===== config.mk =====
export PLATFORM = sky130hd
export DESIGN_NAME = bankers_safe_resource_allocator
export DESIGN_NICKNAME = d
export VERILOG_FILES = /design/src/hw/rtl/bsra_pkg.sv /design/src/hw/rtl/bsra_row_mem.sv /design/src/hw/rtl/bsra_safety_scan.sv /design/src/hw/rtl/bankers_safe_resource_allocator.sv
export SDC_FILE = /design/constraint.sdc
export NUM_CORES = 2
export LEC_CHECK = 0
export BUFFER_PORTS_ARGS = -buffer_cell sky130_fd_sc_hd__buf_4
export CAP_MARGIN = 10
export CORE_UTILIZATION = 30
export DETAILED_ROUTE_END_ITERATION = 10
export PLACE_DENSITY = 0.52
export SYNTH_ARGS = -nofsm -noshare
export SYNTH_HDL_FRONTEND = slang
export SYNTH_SLANG_ARGS = --single-unit

===== constraint.sdc =====
create_clock -name clock -period 29.5 [get_ports clock]
set_input_delay 2.95 -clock clock [delete_from_list [all_inputs] [get_ports clock]]
set_output_delay 2.95 -clock clock [all_outputs]
set_load 0.02 [all_outputs]

===== src/hw/rtl/bsra_pkg.sv =====
`timescale 1ns / 1ps
`default_nettype none
// -----------------------------------------------------------------------------
// bsra_pkg
// Shared types and codes of the banker's safe resource allocator: transaction
// payloads, action and status codes, sequencer states, scan status.
// -----------------------------------------------------------------------------
package bsra_pkg;

   // fixed field widths of the transaction payloads
   localparam int ACTION_W = 3;
   localparam int TASK_W   = 3;
   localparam int RES_W    = 2;
   localparam int UNIT_W   = 16;
   localparam int STATUS_W = 3;

   // action codes; the remaining codes are ignored
   typedef enum logic [ACTION_W-1:0] {
      ACT_LOAD    = 3'd0,
      ACT_CLAIM   = 3'd1,
      ACT_REQUEST = 3'd2,
      ACT_RELEASE = 3'd3,
      ACT_RETIRE  = 3'd4
   } action_type;

   // result status codes
   typedef enum logic [STATUS_W-1:0] {
      ST_DONE       = 3'd0,
      ST_BLOCKED    = 3'd1,
      ST_OVER_NEED  = 3'd2,
      ST_OVER_CLAIM = 3'd3,
      ST_RETIRED    = 3'd4
   } status_type;

   // sequencer states
   typedef enum logic [2:0] {
      SEQ_IDLE,
      SEQ_EXEC,
      SEQ_SCAN,
      SEQ_GRANT,
      SEQ_REPLY
   } seq_state_type;

   // request transaction
   typedef struct packed {
      logic [ACTION_W-1:0] action;
      logic [TASK_W-1:0]   task_index;
      logic [RES_W-1:0]    resource_index;
      logic [UNIT_W-1:0]   units;
   } req_type;

   // response transaction
   typedef struct packed {
      status_type        status;
      logic [UNIT_W-1:0] units_free;
   } rsp_type;

   // safety scan status toward the sequencer
   typedef struct packed {
      logic finished;
      logic safe;
   } scan_stat_type;

endpackage
`default_nettype wire


===== src/hw/rtl/bsra_row_mem.sv =====
`timescale 1ns / 1ps
`default_nettype none
// -----------------------------------------------------------------------------
// bsra_row_mem
// Per-task row memory: claim and held units of every resource in one row.
// One write port, one read port with registered read data. Rows never
// written read as zero through a row valid bit.
// -----------------------------------------------------------------------------
module bsra_row_mem #(
   parameter int TASK_COUNT     = 8,
   parameter int RESOURCE_COUNT = 4,
   parameter int UNIT_BITS      = 16,
   localparam int TASK_AW       = (TASK_COUNT > 1) ? $clog2(TASK_COUNT) : 1
) (
   input  wire                                      clock,
   input  wire                                      reset,
   input  wire                                      wr_en,
   input  wire [TASK_AW-1:0]                        wr_addr,
   input  wire [RESOURCE_COUNT-1:0][UNIT_BITS-1:0]  wr_claim,
   input  wire [RESOURCE_COUNT-1:0][UNIT_BITS-1:0]  wr_held,
   input  wire                                      rd_en,
   input  wire [TASK_AW-1:0]                        rd_addr,
   output logic [RESOURCE_COUNT-1:0][UNIT_BITS-1:0] rd_claim,
   output logic [RESOURCE_COUNT-1:0][UNIT_BITS-1:0] rd_held
);

   logic [1:0][RESOURCE_COUNT-1:0][UNIT_BITS-1:0] row_mem [TASK_COUNT];
   logic [1:0][RESOURCE_COUNT-1:0][UNIT_BITS-1:0] rd_data_ff;
   logic [TASK_COUNT-1:0]                         valid_ff;
   logic [TASK_COUNT-1:0]                         valid_in;
   logic                                          rd_valid_ff;
   logic                                          rd_valid_in;

   // row storage and registered read
   always_ff @(posedge clock) begin
      if (wr_en) begin
         row_mem[wr_addr] <= {wr_claim, wr_held};
      end
      if (rd_en) begin
         rd_data_ff <= row_mem[rd_addr];
      end
   end

   // row valid bits
   always_comb begin
      valid_in    = valid_ff;
      rd_valid_in = rd_valid_ff;
      if (wr_en) begin
         valid_in[wr_addr] = 1'b1;
      end
      if (rd_en) begin
         rd_valid_in = valid_ff[rd_addr];
      end
   end

   always_ff @(posedge clock) begin
      if (reset) begin
         valid_ff    <= '0;
         rd_valid_ff <= 1'b0;
      end else begin
         valid_ff    <= valid_in;
         rd_valid_ff <= rd_valid_in;
      end
   end

   // unwritten rows read as zero
   assign rd_claim = rd_valid_ff ? rd_data_ff[1] : '0;
   assign rd_held  = rd_valid_ff ? rd_data_ff[0] : '0;

endmodule
`default_nettype wire


===== src/hw/rtl/bsra_safety_scan.sv =====
`timescale 1ns / 1ps
`default_nettype none
// -----------------------------------------------------------------------------
// bsra_safety_scan
// Banker's safety check. Reads one task row per cycle from the row memory
// and compares all resources of that row against the work vector in
// parallel; a task that fits is marked finished and returns its units to
// the work vector. Rows are visited round robin until every task is
// finished (safe) or a full round passes with no task finishing (unsafe).
// -----------------------------------------------------------------------------
module bsra_safety_scan #(
   parameter int TASK_COUNT     = 8,
   parameter int RESOURCE_COUNT = 4,
   parameter int UNIT_BITS      = 16,
   localparam int TASK_AW       = (TASK_COUNT > 1) ? $clog2(TASK_COUNT) : 1,
   localparam int RES_AW        = (RESOURCE_COUNT > 1) ? $clog2(RESOURCE_COUNT) : 1
) (
   input  wire                                      clock,
   input  wire                                      reset,
   input  wire                                      launch,
   input  wire [TASK_AW-1:0]                        grant_task,
   input  wire [RES_AW-1:0]                         grant_res,
   input  wire [UNIT_BITS-1:0]                      grant_units,
   input  wire [RESOURCE_COUNT-1:0][UNIT_BITS-1:0]  free_units,
   input  wire [TASK_COUNT-1:0]                     retired,
   output logic                                     rd_en,
   output logic [TASK_AW-1:0]                       rd_addr,
   input  wire [RESOURCE_COUNT-1:0][UNIT_BITS-1:0]  rd_claim,
   input  wire [RESOURCE_COUNT-1:0][UNIT_BITS-1:0]  rd_held,
   output bsra_pkg::scan_stat_type                  scan_stat
);

   import bsra_pkg::*;

   // work holds free units, less the tentative grant, plus everything returned by finished tasks
   localparam int WORK_W = UNIT_BITS + $clog2(TASK_COUNT + 1);

   logic                                         active_ff, active_in;
   logic [TASK_AW-1:0]                           issue_ff, issue_in;
   logic                                         chk_valid_ff, chk_valid_in;
   logic [TASK_AW-1:0]                           chk_idx_ff, chk_idx_in;
   logic [RESOURCE_COUNT-1:0][WORK_W-1:0]        work_ff, work_in;
   logic [TASK_COUNT-1:0]                        done_ff, done_in;
   logic [TASK_AW-1:0]                           quiet_ff, quiet_in;

   logic [RESOURCE_COUNT-1:0][UNIT_BITS-1:0]     hold_adj;
   logic [RESOURCE_COUNT-1:0][WORK_W-1:0]        work_add;
   logic [TASK_COUNT-1:0]                        done_set;
   logic [TASK_COUNT-1:0]                        done_next;
   logic                                         fits;
   logic                                         eval;
   logic                                         fit;
   logic                                         all_done;
   logic                                         finished;

   // compare one row against the work vector, all resources in parallel
   always_comb begin
      fits     = 1'b1;
      work_add = work_ff;
      for (int r = 0; r < RESOURCE_COUNT; r++) begin
         // the task under test holds its tentative grant
         hold_adj[r] = rd_held[r] +
                       (((chk_idx_ff == grant_task) && (RES_AW'(r) == grant_res)) ?
                        grant_units : '0);
         if (rd_claim[r] > hold_adj[r]) begin
            if (WORK_W'(rd_claim[r] - hold_adj[r]) > work_ff[r]) begin
               fits = 1'b0;
            end
         end
         work_add[r] = work_ff[r] + WORK_W'(hold_adj[r]);
      end
   end

   // round progress and termination
   always_comb begin
      done_set             = '0;
      eval                 = active_ff && chk_valid_ff;
      fit                  = eval && fits && !done_ff[chk_idx_ff];
      done_set[chk_idx_ff] = fit;
      done_next            = done_ff | done_set;
      all_done             = &done_next;
      finished             = eval &&
                             (all_done || (!fit && (quiet_ff == TASK_AW'(TASK_COUNT - 1))));
   end

   // next scan state
   always_comb begin
      active_in    = active_ff;
      issue_in     = issue_ff;
      chk_valid_in = chk_valid_ff;
      chk_idx_in   = chk_idx_ff;
      work_in      = work_ff;
      done_in      = done_ff;
      quiet_in     = quiet_ff;
      if (launch) begin
         active_in    = 1'b1;
         issue_in     = '0;
         chk_valid_in = 1'b0;
         done_in      = retired;
         quiet_in     = '0;
         for (int r = 0; r < RESOURCE_COUNT; r++) begin
            work_in[r] = WORK_W'(free_units[r]) -
                         ((RES_AW'(r) == grant_res) ? WORK_W'(grant_units) : '0);
         end
      end else if (active_ff) begin
         active_in    = !finished;
         chk_valid_in = !finished;
         chk_idx_in   = issue_ff;
         issue_in     = (issue_ff == TASK_AW'(TASK_COUNT - 1)) ? '0 : issue_ff + 1'b1;
         if (eval) begin
            done_in  = done_next;
            work_in  = fit ? work_add : work_ff;
            quiet_in = fit ? '0 : quiet_ff + 1'b1;
         end
      end
   end

   always_ff @(posedge clock) begin
      if (reset) begin
         active_ff    <= 1'b0;
         chk_valid_ff <= 1'b0;
      end else begin
         active_ff    <= active_in;
         chk_valid_ff <= chk_valid_in;
      end
   end

   always_ff @(posedge clock) begin
      issue_ff   <= issue_in;
      chk_idx_ff <= chk_idx_in;
      work_ff    <= work_in;
      done_ff    <= done_in;
      quiet_ff   <= quiet_in;
   end

   // row fetch and status
   assign rd_en              = active_ff && !finished;
   assign rd_addr            = issue_ff;
   assign scan_stat.finished = finished;
   assign scan_stat.safe     = all_done;

endmodule
`default_nettype wire


===== src/hw/rtl/bankers_safe_resource_allocator.sv =====
`timescale 1ns / 1ps
`default_nettype none
// -----------------------------------------------------------------------------
// bankers_safe_resource_allocator
// Deadlock-avoiding resource manager built around the banker's safety check.
// -----------------------------------------------------------------------------
// Usage:
//   A transaction is taken on req_payload at a rising edge with start high
//   and busy low. busy stays high until the result has been shown. Every
//   transaction gives one result on rsp_payload, marked by rsp_valid for
//   exactly one cycle; the receiver has no way to hold it off.
//   Load, claim, release, retire, refused and ignored transactions pass
//   through the execute and reply states. A request that passes the need
//   and free checks runs the safety scan, which reads one task row per
//   cycle from the row memory and tests all resources of it at once; rows
//   are revisited until every live task finishes or a full round of
//   TASK_COUNT rows passes with none finishing. A safe scan goes on to the
//   grant state, which commits the grant, and then to the reply state; an
//   unsafe scan replies blocked. The next transaction can be taken at the
//   end of the cycle after the result.
//   Reset clears the free pool, all claims and holdings (through row valid
//   bits) and all retired flags at once; no clearing pass is needed.
// -----------------------------------------------------------------------------
module bankers_safe_resource_allocator #(
   parameter int TASK_COUNT     = 8,
   parameter int RESOURCE_COUNT = 4,
   parameter int UNIT_BITS      = 16
) (
   input  wire                clock,
   input  wire                reset,
   input  wire                start,
   output logic               busy,
   input  wire bsra_pkg::req_type req_payload,
   output logic               rsp_valid,
   output bsra_pkg::rsp_type  rsp_payload
);

   import bsra_pkg::*;

   localparam int TASK_AW = (TASK_COUNT > 1) ? $clog2(TASK_COUNT) : 1;
   localparam int RES_AW  = (RESOURCE_COUNT > 1) ? $clog2(RESOURCE_COUNT) : 1;

   typedef logic [RESOURCE_COUNT-1:0][UNIT_BITS-1:0] row_type;

   seq_state_type         state_ff, state_in;
   req_type               req_ff, req_in;
   row_type               free_ff, free_in;
   logic [TASK_COUNT-1:0] retired_ff, retired_in;
   status_type            status_ff, status_in;
   row_type               pend_claim_ff, pend_claim_in;
   row_type               pend_held_ff, pend_held_in;

   row_type               rd_claim;
   row_type               rd_held;
   row_type               wr_claim;
   row_type               wr_held;
   row_type               drop_free;
   logic                  mem_we;
   logic                  mem_re;
   logic [TASK_AW-1:0]    mem_rd_addr;

   logic                  scan_launch;
   logic                  scan_rd_en;
   logic [TASK_AW-1:0]    scan_rd_addr;
   scan_stat_type         scan_stat;

   logic                  accept;
   logic                  port_t_ok;
   logic [TASK_AW-1:0]    t_idx;
   logic [RES_AW-1:0]     r_idx;
   logic                  t_ok;
   logic                  r_ok;
   logic [UNIT_BITS-1:0]  u;
   logic [UNIT_BITS-1:0]  cur_free;
   logic [UNIT_BITS-1:0]  cur_claim;
   logic [UNIT_BITS-1:0]  cur_held;
   logic [UNIT_BITS-1:0]  give;
   logic [UNIT_BITS:0]    rel_sum;
   logic [UNIT_BITS:0]    drop_sum;
   logic                  over_need;

   // transaction decode
   assign accept    = start && !busy;
   assign port_t_ok = (32'(req_payload.task_index) < TASK_COUNT);
   assign t_idx     = TASK_AW'(req_ff.task_index);
   assign r_idx     = RES_AW'(req_ff.resource_index);
   assign t_ok      = (32'(req_ff.task_index) < TASK_COUNT);
   assign r_ok      = (32'(req_ff.resource_index) < RESOURCE_COUNT);
   assign u         = UNIT_BITS'(req_ff.units);

   // operands of the addressed task and resource
   always_comb begin
      cur_free  = r_ok ? free_ff[r_idx] : '0;
      cur_claim = r_ok ? rd_claim[r_idx] : '0;
      cur_held  = r_ok ? rd_held[r_idx] : '0;
      over_need = ({1'b0, cur_held} + {1'b0, u}) > {1'b0, cur_claim};
      give      = (u < cur_held) ? u : cur_held;
      rel_sum   = {1'b0, cur_free} + {1'b0, give};
      drop_sum  = '0;
      for (int r = 0; r < RESOURCE_COUNT; r++) begin
         // returned units saturate the free pool
         drop_sum     = {1'b0, free_ff[r]} + {1'b0, rd_held[r]};
         drop_free[r] = drop_sum[UNIT_BITS] ? '1 : drop_sum[UNIT_BITS-1:0];
      end
   end

   // sequencer next state
   always_comb begin
      state_in = state_ff;
      case (state_ff)
         SEQ_IDLE: begin
            if (start) begin
               state_in = SEQ_EXEC;
            end
         end
         SEQ_EXEC: begin
            state_in = scan_launch ? SEQ_SCAN : SEQ_REPLY;
         end
         SEQ_SCAN: begin
            if (scan_stat.finished) begin
               state_in = scan_stat.safe ? SEQ_GRANT : SEQ_REPLY;
            end
         end
         SEQ_GRANT: begin
            state_in = SEQ_REPLY;
         end
         SEQ_REPLY: begin
            state_in = SEQ_IDLE;
         end
         default: begin
            state_in = SEQ_IDLE;
         end
      endcase
   end

   // sequencer actions
   always_comb begin
      req_in        = accept ? req_payload : req_ff;
      free_in       = free_ff;
      retired_in    = retired_ff;
      status_in     = status_ff;
      pend_claim_in = pend_claim_ff;
      pend_held_in  = pend_held_ff;
      mem_we        = 1'b0;
      wr_claim      = rd_claim;
      wr_held       = rd_held;
      scan_launch   = 1'b0;
      case (state_ff)
         SEQ_EXEC: begin
            status_in     = ST_DONE;
            pend_claim_in = rd_claim;
            pend_held_in  = rd_held;
            if (!r_ok) begin
               // unknown resource: nothing changes
            end else if (req_ff.action == ACT_LOAD) begin
               free_in[r_idx] = u;
            end else if (t_ok && (req_ff.action inside
                         {ACT_CLAIM, ACT_REQUEST, ACT_RELEASE, ACT_RETIRE})) begin
               if (retired_ff[t_idx]) begin
                  status_in = ST_RETIRED;
               end else begin
                  case (req_ff.action)
                     ACT_CLAIM: begin
                        mem_we = 1'b1;
                        if (u > cur_free) begin
                           // claim larger than the pool: abort
                           free_in           = drop_free;
                           retired_in[t_idx] = 1'b1;
                           wr_held           = '0;
                           status_in         = ST_OVER_CLAIM;
                        end else begin
                           wr_claim[r_idx] = u;
                        end
                     end
                     ACT_REQUEST: begin
                        if (over_need) begin
                           // request beyond remaining need: abort
                           mem_we            = 1'b1;
                           free_in           = drop_free;
                           retired_in[t_idx] = 1'b1;
                           wr_held           = '0;
                           status_in         = ST_OVER_NEED;
                        end else if (u > cur_free) begin
                           status_in = ST_BLOCKED;
                        end else begin
                           scan_launch = 1'b1;
                        end
                     end
                     ACT_RELEASE: begin
                        mem_we         = 1'b1;
                        wr_held[r_idx] = cur_held - give;
                        free_in[r_idx] = rel_sum[UNIT_BITS] ? '1 : rel_sum[UNIT_BITS-1:0];
                     end
                     ACT_RETIRE: begin
                        mem_we            = 1'b1;
                        free_in           = drop_free;
                        retired_in[t_idx] = 1'b1;
                        wr_held           = '0;
                     end
                     default: begin
                     end
                  endcase
               end
            end
         end
         SEQ_SCAN: begin
            if (scan_stat.finished && !scan_stat.safe) begin
               status_in = ST_BLOCKED;
            end
         end
         SEQ_GRANT: begin
            // commit the tentative grant
            mem_we         = 1'b1;
            wr_claim       = pend_claim_ff;
            wr_held        = pend_held_ff;
            wr_held[r_idx] = pend_held_ff[r_idx] + u;
            free_in[r_idx] = free_ff[r_idx] - u;
         end
         default: begin
         end
      endcase
   end

   // control and pool registers
   always_ff @(posedge clock) begin
      if (reset) begin
         state_ff   <= SEQ_IDLE;
         free_ff    <= '0;
         retired_ff <= '0;
      end else begin
         state_ff   <= state_in;
         free_ff    <= free_in;
         retired_ff <= retired_in;
      end
   end

   // payload registers
   always_ff @(posedge clock) begin
      req_ff        <= req_in;
      status_ff     <= status_in;
      pend_claim_ff <= pend_claim_in;
      pend_held_ff  <= pend_held_in;
   end

   // row memory read port: addressed task on acceptance, scan rows after
   assign mem_re      = (state_ff == SEQ_IDLE && start && port_t_ok) || scan_rd_en;
   assign mem_rd_addr = scan_rd_en ? scan_rd_addr : TASK_AW'(req_payload.task_index);

   bsra_row_mem #(
      .TASK_COUNT     (TASK_COUNT),
      .RESOURCE_COUNT (RESOURCE_COUNT),
      .UNIT_BITS      (UNIT_BITS)
   ) u_row_mem (
      .clock    (clock),
      .reset    (reset),
      .wr_en    (mem_we),
      .wr_addr  (t_idx),
      .wr_claim (wr_claim),
      .wr_held  (wr_held),
      .rd_en    (mem_re),
      .rd_addr  (mem_rd_addr),
      .rd_claim (rd_claim),
      .rd_held  (rd_held)
   );

   bsra_safety_scan #(
      .TASK_COUNT     (TASK_COUNT),
      .RESOURCE_COUNT (RESOURCE_COUNT),
      .UNIT_BITS      (UNIT_BITS)
   ) u_safety_scan (
      .clock       (clock),
      .reset       (reset),
      .launch      (scan_launch),
      .grant_task  (t_idx),
      .grant_res   (r_idx),
      .grant_units (u),
      .free_units  (free_ff),
      .retired     (retired_ff),
      .rd_en       (scan_rd_en),
      .rd_addr     (scan_rd_addr),
      .rd_claim    (rd_claim),
      .rd_held     (rd_held),
      .scan_stat   (scan_stat)
   );

   // result transaction
   assign busy      = (state_ff != SEQ_IDLE);
   assign rsp_valid = (state_ff == SEQ_REPLY);

   always_comb begin
      rsp_payload.status     = status_ff;
      rsp_payload.units_free = r_ok ? UNIT_W'(free_ff[r_idx]) : '0;
   end

endmodule
`default_nettype wire


==> impl.org <==
** Synthesis
- In the synthesized netlist, the number of instances is 7,811.
- The average instance in the mapped netlist occupies 10.63 um^2.
- Sequential cells were found to cover 52.79% of the synthesized design area.
- For this run, the number of Yosys warnings is 0.
- The synthesized design contains 1,398 enable-type register cells.
- FF+latch count, synth :: about 1,500
- The mapped netlist covers slightly above 80,000 um^2.
- Post-Syn Nets :: 8,373
- The synthesized netlist contains 83 unique library cells.
- Most common flop cell mapped by yosys :: edfxtp_1
- Counting flops with an async set or reset pin after synthesis yields a share of 0%.

** Run status
- Run status :: completed

** Clocking
- In this run the number of H-tree levels came out at 4.
- Num Clock Sinks :: 1,490
- The tree is rooted in a clkbuf_16.
- Buffer levels on the longest clock path :: 3
- TritonCTS built the clock tree.
- The number of setup buffers added after CTS is 0.
- Clock transition at path regs :: 60 ps
- Clock tree synthesis inserted a total of about 160 buffers.
- Post-CTS repair changed the size of 0 cells.
- Clock network latency to the later pin of the worst-skew pair :: 880 ps
- Buffers inserted to repair hold after CTS numbered 0.

** Global routing
- The initial antenna violation count is 24.
- Global routing finished with a remaining overflow of 0.
- Number of global-route vias before repair :: slightly above 60,000
- Global routing consumed, over all layers together, between 20% and 30% of the routing resources.
- Entering global routing, the biggest net connects 183 pins.
- Global-route wire length before repair :: 434,700 um

** Worst setup path
- The most numerous cell type found on the critical path is buf_4.
- Critical Path Slowest Stage Cell :: buf_4
- STA puts the critical path data required time at roughly 30,000 ps.
- Data on the critical path arrives at its endpoint at about 14,000 ps.
- Endpoint type of the worst setup path :: flop
- CP startpoint kind :: flop
- Worst Path Class, Setup :: flop to flop
- On the worst path, the slowest cell contributes a delay of 800 ps.
- Along the worst path, the maximum fanout reaches 89.

** STA
- Setup repair after global routing left no endpoint under its margin.
- After layout, the minimum clock period comes to 13,400 ps.
- Derived from the worst setup path, the maximum achievable clock frequency is 74.60 MHz.
- On the final layout, the worst clock skew is between 60 and 70 ps.
- Measured against its own limit, the worst slew margin works out to a little under a tenth.
- Final setup violating endpoints :: 0
- Period Utilization, post-route :: 45.44%
- Final hold vios :: 0
- Setup TNS :: 0 ps
- The number of max-slew violations in the final report came to 0.
- Least-Margin Pin Slew :: 1344 ps

** Power
- For this design the static power due to leakage is 0.03541 uW.
- The worst-case IR drop observed on VDD is 0.00006528 V.
- Pwr/cell area :: 58.29 nW/um^2
- Power Total :: 5429 uW

** Layout
- Register cell area after layout :: 43,830 um^2
- From synthesis to final layout, the design area changed by 12.21%.
- The library cell used most frequently in the layout, excluding fill and tap cells, is edfxtp_1.
- The multi-input combinational cells in the finished layout cover a total of 35,760 um^2.
- Counting the fill cells in the layout gives between 20,000 and 30,000.
- For this run, the post-layout net count is 8,310.
- The top cell types in the final layout, fill and taps aside, are edfxtp_1, nand2_1, ha_1.
- For this run, the number of standard cells in the final layout without fillers is about 12,000.
- In the final layout, the share of cells above drive strength 1 is 7.661%.
- Summing all non-filler instances in the final layout gives an area of between 90,000 and 100,000 um^2.

** Placement
- Post-detail-place hpwl :: 204,900 um
- Number of placed instances, taps included :: 11,270
- Routability cong. :: between 0.9 and 1
- # port buffers :: 47
- Total placed instance area :: 87,600 um^2

** Drt
- The detail route stage leaves a number of antenna-violating nets equal to 0.
- DRC marker count from the first detailed-route iteration :: 6,882
- The routed design has 302,900 um of wire.
- First-pass detailed-route iteration total :: 6
- For this run, design rule violations remaining after detail routing come to 0.
- In the routed layout, each cell is associated on average with a via count of 5.487.
- In the final routed layout, each cell accounts on average for ~26 um.
- Detailed routing inserted a total of 63,540 vias.

** Floorplanning
- The floorplan step defined a core boundary enclosing 274,300 um^2.
- Row Count :: 192
- Initial standard-cell utilization of the core :: a little under a third
- Number of I/O pins :: 48
- The floorplan step set the die height to 528.0 um.
- Die width :: 528.0 um
- Die outline area :: 278,800 um^2

** Run
- Across the run, the number of max-cap violations was 0.

** Hold path
- The path class of the tightest hold or removal check is flop to flop.
[cell type report]
class	count	area share (%)
antenna	10	0.02687
clock buffer	199	4.581
clock inverter	101	1.315
inverter	502	2.023
multi-input combinational	5397	38.39
sequential	1490	47.05
tap	3686	4.951
timing repair buffer	195	1.663
[per-stage QoR]
| stage | hold WS, ps | util (%) | setup WS [ps] |
|---|---|---|---|
| after floorplan | 434.8 | - | 9292 |
| after global placement | 444.6 | 31.93 | 15870 |
| after detailed placement | 451.7 | 31.93 | 15710 |
| after CTS | 465.2 | 33.93 | 15650 |
| after global routing | 500.0 | 33.94 | 15150 |
| final | 465.4 | 33.95 | 16100 |
[cells by family after synthesis]
| logic type | after synthesis | share of synthesized area [%] |
|---|---|---|
| XOR/XNOR | 337 | 3.556 |
| flip-flops | 1490 | 52.79 |
| buffers and inverters | 924 | 4.405 |
| adder cells (fa/ha/maj) | 535 | 8.290 |
| multiplexers | 109 | 2.297 |
| AO/OA/AOI/OAI | 1988 | 15.95 |
| AND/OR/NAND/NOR | 2428 | 12.71 |
[critical path, delay by kind of cell, from the launching register on]
kind                       cells  cell delay (ps)
buffers and inverters          7             2920
muxes                          1              560
DFF                            1              610
xor gates and xnor gates       3              740
and+or+nand+nor               11             2750
adders and majority gates      4             1250
AOI/OAI and AO/OA             19             4050
[routing by layer]
metal,vias to the layer above,track usage [%],wire length (um)
met5,-,0,91
li1,28590,-,-
met1,31910,29.02,133200
met2,2520,33.04,134100
met4,14,8.637,12610
met3,508,4.013,22890
[cell usage after synthesis (all sizes together), types with 78 or more instances]
| library cell | count | area, um^2 |
|---|---|---|
| a21boi | 162 | 1216 |
| a211oi | 171 | 1284 |
| nand3 | 346 | 1732 |
| ha | 510 | 6381 |
| a31o | 136 | 1191 |
| inv | 502 | 1884 |
| clkbuf | 262 | 983.4 |
| a22oi | 78 | 585.6 |
| xnor2 | 232 | 2032 |
| nor2 | 358 | 1344 |
| nand2 | 1305 | 4898 |
| and3 | 82 | 513.0 |
| xor2 | 105 | 919.6 |
| o21ai | 467 | 2337 |
| a21oi | 408 | 2042 |
| buf | 160 | 788.3 |
| dfxtp | 92 | 1842 |
| a21o | 125 | 938.4 |
| a311oi | 141 | 1235 |
| nor3 | 95 | 475.5 |
| edfxtp | 1398 | 41980 |
[registers in the layout, indices dropped and copies added (netlist names)]
| name | cells |
|---|---|
| u_row_mem.row_mem | 1024 |
| u_row_mem.rd_data_ff | 128 |
| u_safety_scan.work_ff | 80 |
| free_ff | 64 |
| pend_claim_ff | 64 |
| pend_held_ff | 64 |
| u | 16 |
| retired_ff | 8 |
| u_row_mem.valid_ff | 8 |
| u_safety_scan.done_ff | 8 |
| req_ff | 3 |
| state_ff | 3 |
| status_ff | 3 |
| t_idx | 3 |
| u_safety_scan.chk_idx_ff | 3 |
| u_safety_scan.quiet_ff | 3 |
| u_safety_scan.rd_addr | 3 |
| r_idx | 2 |
| u_row_mem.rd_valid_ff | 1 |
| u_safety_scan.active_ff | 1 |
| u_safety_scan.chk_valid_ff | 1 |
[path summary, 6_finish.rpt]
path / startpoint / to / slack [ps] / cells past startpoint
max: t_idx[0]$_DFFE_PP_ / u_row_mem.rd_data_ff[5]$_DFFE_PP_ / 16100 / 45
min: u_safety_scan.quiet_ff[2]$_SDFFE_PP0P_ / u_safety_scan.quiet_ff[2]$_SDFFE_PP0P_ / 470 / 2
max reg2reg: t_idx[0]$_DFFE_PP_ / u_row_mem.rd_data_ff[5]$_DFFE_PP_ / 16100 / 45
min reg2reg: u_safety_scan.quiet_ff[2]$_SDFFE_PP0P_ / u_safety_scan.quiet_ff[2]$_SDFFE_PP0P_ / 470 / 2
[where the power goes]
| group | total [uW] | internal [uW] | leakage [uW] | switching, uW |
|---|---|---|---|---|
| Sequential | 2380 | 2360 | 0.0137 | 26.5 |
| Combinational | 920 | 314 | 0.0190 | 605 |
| Clock | 2130 | 1210 | 0.00265 | 916 |
| Total | 5430 | 3880 | 0.0354 | 1550 |
No activity file was read; power rests on OpenSTA's default activity.
